===== src/bcrp_pkg.sv =====
// Shared constants, types and helper functions for the bandit replacement policy.
package bcrp_pkg;

  localparam int unsigned NumActionsDefault = 1024;
  localparam int unsigned NumSlotsDefault   = 16;
  localparam int unsigned RewardUnit        = 100;
  localparam int unsigned SqrtSteps         = 16;

  localparam logic signed [31:0] I32Max = 32'sh7FFF_FFFF;
  localparam logic signed [31:0] I32Min = 32'sh8000_0000;

  typedef enum logic [1:0] {
    OP_HIT     = 2'd0,
    OP_RECOMP  = 2'd1,
    OP_PULL    = 2'd2,
    OP_LOAD    = 2'd3
  } op_e;

  localparam logic [1:0] CFG_SELECT_ALL = 2'd0;
  localparam logic [1:0] CFG_ACTIONS    = 2'd1;
  localparam logic [1:0] CFG_SLOTS      = 2'd2;

  // Saturating add of a small signed delta.
  function automatic logic [31:0] sat_add(input logic [31:0] a, input logic signed [8:0] d);
    logic signed [33:0] s;
    s = 34'(signed'(a)) + 34'(d);
    if (s > 34'(I32Max)) return I32Max;
    if (s < 34'(I32Min)) return I32Min;
    return s[31:0];
  endfunction

  // Index of the highest set bit; zero for zero.
  function automatic logic [4:0] flog2(input logic [31:0] v);
    logic [4:0] r;
    r = '0;
    for (int i = 0; i < 32; i++) begin
      if (v[i]) r = 5'(i);
    end
    return r;
  endfunction

endpackage


===== src/bcrp_score_unit.sv =====
// Multi-cycle score unit: divide, square root and multiply for one action.
module bcrp_score_unit (
  input  logic        clk_i,
  input  logic        rst_ni,
  input  logic        start_i,
  input  logic [5:0]  num_i,
  input  logic [31:0] plays_i,
  input  logic [31:0] payoff_i,
  output logic        done_o,
  output logic [31:0] score_o
);

  localparam logic [2:0] S_IDLE = 3'd0;
  localparam logic [2:0] S_DIV  = 3'd1;
  localparam logic [2:0] S_RAD  = 3'd2;
  localparam logic [2:0] S_SQRT = 3'd3;
  localparam logic [2:0] S_MUL  = 3'd4;
  localparam logic [2:0] S_OUT  = 3'd5;

  logic [2:0]  state_q, state_d;
  logic [4:0]  cnt_q, cnt_d;
  logic [31:0] plays_q, plays_d;
  logic [31:0] payoff_q, payoff_d;
  logic [5:0]  quot_q, quot_d;
  logic [31:0] rad_q, rad_d;
  logic [31:0] rem_q, rem_d;
  logic [15:0] root_q, root_d;
  logic [63:0] prod_q, prod_d;
  logic [31:0] score_q, score_d;
  logic [6:0]  part;
  logic [33:0] trial;
  logic signed [65:0] full;

  always_comb begin
    state_d  = state_q;
    cnt_d    = cnt_q;
    plays_d  = plays_q;
    payoff_d = payoff_q;
    quot_d   = quot_q;
    rad_d    = rad_q;
    rem_d    = rem_q;
    root_d   = root_q;
    prod_d   = prod_q;
    score_d  = score_q;
    part     = '0;
    trial    = '0;
    full     = '0;
    case (state_q)
      S_IDLE: begin
        if (start_i) begin
          plays_d  = plays_i;
          payoff_d = payoff_i;
          quot_d   = '0;
          rem_d    = '0;
          cnt_d    = 5'd5;
          state_d  = S_DIV;
        end
      end
      S_DIV: begin
        // One quotient bit per cycle; the partial remainder stays below 64.
        part = {rem_q[5:0], num_i[cnt_q[2:0]]};
        if (32'(part) >= plays_q) begin
          rem_d  = 32'(part) - plays_q;
          quot_d = {quot_q[4:0], 1'b1};
        end else begin
          rem_d  = 32'(part);
          quot_d = {quot_q[4:0], 1'b0};
        end
        if (cnt_q == '0) state_d = S_RAD;
        else cnt_d = cnt_q - 5'd1;
      end
      S_RAD: begin
        // A play count of zero or below gives a zero radicand.
        rad_d   = (plays_q[31] || plays_q == '0) ? '0 : 32'(quot_q) * 32'd10000;
        rem_d   = '0;
        root_d  = '0;
        cnt_d   = 5'(bcrp_pkg::SqrtSteps - 1);
        state_d = S_SQRT;
      end
      S_SQRT: begin
        // One result bit per cycle, restoring method.
        trial = {rem_q, rad_q[31:30]} - {16'd0, root_q, 2'b01};
        rad_d = {rad_q[29:0], 2'b00};
        if (!trial[33]) begin
          rem_d  = trial[31:0];
          root_d = {root_q[14:0], 1'b1};
        end else begin
          rem_d  = {rem_q[29:0], rad_q[31:30]};
          root_d = {root_q[14:0], 1'b0};
        end
        if (cnt_q == '0) state_d = S_MUL;
        else cnt_d = cnt_q - 5'd1;
      end
      S_MUL: begin
        prod_d  = 64'(root_q) * 64'(plays_q);
        state_d = S_OUT;
      end
      S_OUT: begin
        full = -66'(signed'(payoff_q)) - 66'(signed'(prod_q));
        if (full > 66'(bcrp_pkg::I32Max)) score_d = bcrp_pkg::I32Max;
        else if (full < 66'(bcrp_pkg::I32Min)) score_d = bcrp_pkg::I32Min;
        else score_d = full[31:0];
        state_d = S_IDLE;
      end
      default: state_d = S_IDLE;
    endcase
  end

  always_ff @(posedge clk_i or negedge rst_ni) begin
    if (!rst_ni) begin
      state_q <= S_IDLE;
      cnt_q   <= '0;
    end else begin
      state_q <= state_d;
      cnt_q   <= cnt_d;
    end
  end

  always_ff @(posedge clk_i) begin
    plays_q  <= plays_d;
    payoff_q <= payoff_d;
    quot_q   <= quot_d;
    rad_q    <= rad_d;
    rem_q    <= rem_d;
    root_q   <= root_d;
    prod_q   <= prod_d;
    score_q  <= score_d;
  end

  assign done_o  = (state_q == S_OUT);
  assign score_o = score_d;

  assert property (@(posedge clk_i) disable iff (!rst_ni)
    start_i && state_q == S_IDLE |=> state_q == S_DIV)
    else $error("score unit did not start");
  assert property (@(posedge clk_i) disable iff (!rst_ni)
    done_o |=> state_q == S_IDLE)
    else $error("score unit did not return to idle");
  assert property (@(posedge clk_i) disable iff (!rst_ni)
    state_q == S_MUL |-> root_q <= 16'd790)
    else $error("square root out of range");

endmodule


===== config.mk =====
export PLATFORM = sky130hd
export DESIGN_NAME = bcrp_score_unit
export DESIGN_NICKNAME = d
export VERILOG_FILES = /design/src/bcrp_pkg.sv /design/src/bcrp_score_unit.sv
export SDC_FILE = /design/constraint.sdc
export NUM_CORES = 2
export LEC_CHECK = 0
export CAP_MARGIN = 5
export CELL_PAD_IN_SITES_DETAIL_PLACEMENT = 1
export CELL_PAD_IN_SITES_GLOBAL_PLACEMENT = 1
export CORE_UTILIZATION = 29
export CTS_BUF_LIST = sky130_fd_sc_hd__clkbuf_2
export CTS_CLUSTER_DIAMETER = 200
export DETAILED_ROUTE_END_ITERATION = 6
export DONT_BUFFER_PORTS = 1
export PLACE_DENSITY = 0.58
export SLEW_MARGIN = 20
export SYNTH_ARGS = -nofsm -noshare
export SYNTH_HDL_FRONTEND = slang
export SYNTH_SLANG_ARGS = --single-unit
export TNS_END_PERCENT = 10

===== constraint.sdc =====
create_clock -name clk_i -period 10.1 [get_ports clk_i]
set_input_delay 2.02 -clock clk_i [delete_from_list [all_inputs] [get_ports clk_i]]
set_output_delay 2.02 -clock clk_i [all_outputs]
set_load 0.005 [all_outputs]

==> results.txt <==
status = finished, violations left
failing checks = DRC
Overflow after GRT = 0
Mapped Cells = 3,327
final setup skew = 117 ps
kind of critical path = reg2out
port bufs = 0
PostCTS Resize Cnt = 0
starting DRC count in detailed routing = 1,042
fmax = 116 MHz
utilization after layout = 31.4%
Avg Cell Area, Syn = 9.29 sq um
maximum clock path buffer count = 3
initial antenna violation count = 6
first-pass GRT wire length = 141,000 um
Layout fillers = 12,300
crit path launch type = flip-flop
CTS root buffer = clkbuf_2
WP data arrival = 6630 ps
nets = 4,053
Vias = 22,800
Clock Latency Late Sink = 1170 ps
Die Height = 328 um
Synth top area share = 27.7%
crit end category = output pin
Core ar. = 0.105 sq mm
FFs w/ async S/R, synth = 3.42%
routed wire length = 89,800 um
Final Hold Fails = 0
crit path time final = 8650 ps
Rows = 119
Slew @ Worst Pin = 1110 ps
Die Wd = 328 um
P&R area growth vs syn = 7.21%
synth warn = 0
FF/Latch Area = 0.00667 sq mm
critical path's slowest cell = nand2_2
Post-Syn Area = 0.0309 sq mm
I/O pins = 106
simple-gate share of the synthesized area = 15.4%
Adder-Cell Fraction of Synth Area = 38.4%
setup_tns = 0 ps
TritonCTS Sinks = 234
multiplexer share of the synthesized area = 0.466%
post-route ant nets = 0
post-synth cell types = 86
footprint of the multi-input gates = 0.0213 sq mm
Synth Area in Compound Gates = 11.0%
CTS tree = done
Seq/Total Area, Yosys = 21.6%
H-tree depth = 3
fraction of layout cells with a size suffix above 1 = 7.15%
syn nets = 4,093
Hold Path Class = reg2reg
Worst-path clk slew = 100 ps
Post-Synth XOR/XNOR Area = 3.54%
Die Area = 0.108 sq mm
most area-hungry cell type in the Yosys netlist = fa_1
fin. max-slew vios = 0
CP peak stage delay = 780 ps
DRC Markers = 48
GP Congestion = 0.818
Num CTS Buffers = 76
dpl hpwl = 70,900 um
largest net degree at the start of global routing = 61
register bit total from synthesis = 234
First-pass DRT Iterations = 7
number of synthesized flops with an enable pin = 194
maximum fanout along the worst path = 31
crit-path cells = ha_1, inv_1, ha_1, inv_1, fa_1, nand2b_1, a21oi_1, o311a_1, nor3_1, a211oi_1, or4b_2, nand3_1, o21ai_0, nor4_1, nand4_1, nand2_2, o22ai_2
Relative slew margins = 26.3%
vias in the first global route = 24,700
postcts setup bufs = 0
largest family of logic cells by synthesized area = adder cells
Primary FF master, synth = edfxtp_1
Initial Utilization = 29.3%
wire per inst = 19.0 um
Worst EP required = 8080 ps
hold_buf cts = 0
unrepaired setup endpoints after global routing = no
global-route usage over all layers = 16.9%
Final Setup Violations = 0
ranking of synthesized cells by area = fa_1 28%, edfxtp_1 19%, ha_1 11%
# Max-Cap Violations = 0
final cycle utilization of the critical path = 85.7%
drt via density = 4.81
==> critical path: cells and delay by family (launching register included) <==
family / cells / cell delay (ps)
compound gates: 5 / 1310
fa+ha+maj: 3 / 740
buf+inv: 2 / 130
flops: 1 / 420
simple gates: 7 / 2890
==> sequential cells by signal, indices dropped and copies added (netlist names) <==
register,cells
cnt_q,5
prod_q,48
rad_q,28
score_q,32
quot_q,6
payoff_q,32
root_q,16
rem_q,32
state_q,3
plays_q,32
==> placed cells by master (no fill, tap or decap), drive strengths merged, types with 6 or more instances in the layout <==
master  netlist  routed
or4           6       6
nor3         41      41
o22ai        55      55
o21a         16      16
ha          266     266
nor2b        18      18
clkinv        2      26
nor2        198     198
o21bai       21      21
a31oi        19      19
xnor2        78      78
mux2i        11      11
nand3        35      35
o21ai        94      94
a22o         19      19
clkbuf      147     103
buf          19      48
xor2         47      47
and2        163     163
a211oi       13      13
or2          14      14
and3         39      39
a21o         68      68
nand2b       17      17
fa          427     427
inv         612     613
nand4        21      21
nor3b         6       6
dfrtp         8       8
dfxtp        32      32
nor4         16      16
nand2       385     385
or3          20      20
a21oi       121     121
edfxtp      194     194
==> cells by family (layout without fill, tap and decap cells) <==
group | after synthesis | after routing
multiplexers | 13 | 13
adder cells (fa/ha/maj) | 693 | 693
buffers and inverters | 780 | 794
other | 0 | 3
XOR/XNOR | 125 | 125
AND/OR/NAND/NOR | 993 | 993
AO/OA/AOI/OAI | 489 | 489
flip-flops | 234 | 234
==> area by class of cell <==
type                       count  share of cell area [%]
inverter                     614                    6.96
multi-input combinational   2313                    64.3
sequential                   234                    20.1
clock buffer                 103                    1.56
antenna                        3                  0.0227
tap                         1391                    5.25
timing repair buffer          48                    1.09
clock inverter                29                   0.699
==> cell usage after synthesis (17+ instances only) <==
master    instances
inv_1           611
fa_1            427
nand2_1         385
ha_1            266
nor2_1          197
edfxtp_1        194
and2_1          163
clkbuf_1        146
a21oi_1         121
o21ai_0          88
xnor2_1          78
a21o_1           68
xor2_1           47
nor3_1           41
and3_1           39
nand3_1          33
dfxtp_1          32
o22ai_2          30
o22ai_1          25
nand4_1          21
o21bai_1         21
a22o_1           19
a31oi_1          19
nor2b_1          18
nand2b_1         17
or3_1            17
==> final timing paths <==
path	endpoint	slack (ps)	start	depth (start not counted)
min in group asynchronous	state_q[0]$_DFFE_PN0P_	530	rst_ni	0
setup / recovery	score_o[22]	1450	prod_q[1]$_DFFE_PP_	17
hold / removal	rad_q[6]$_DFFE_PP_	490	rad_q[4]$_SDFFCE_PP0P_	1
hold reg to reg	rad_q[6]$_DFFE_PP_	490	rad_q[4]$_SDFFCE_PP0P_	1
setup reg to reg	prod_q[46]$_DFFE_PP_	1510	root_q[6]$_SDFFCE_PN0P_	25
max in group asynchronous	state_q[2]$_DFFE_PN0P_	9490	rst_ni	0
==> through the flow <==
stage                     instances  hold WS, ps  setup slack (ps)  instance area [sq um]
after floorplan                3327          481              2770                  30900
after global placement         4600          523              1600                  32400
after detailed placement       4600          523              1460                  32400
after CTS                      4732          326              1090                  33100
after global routing           4733          353               945                  33100
final                          4735          491              1450                  33100
==> per-layer routing <==
metal / track usage [%] / vias up / wire (um)
li1: - / 10700 / -
met1: 23.2 / 11600 / 43000
met2: 27.0 / 399 / 40600
met3: 3.00 / 137 / 4060
met4: 4.88 / 2 / 2140
met5: 0 / - / 15
Power is not shown: default switching activity piles up to over one toggle a cycle in this logic, so the estimate is an artifact.
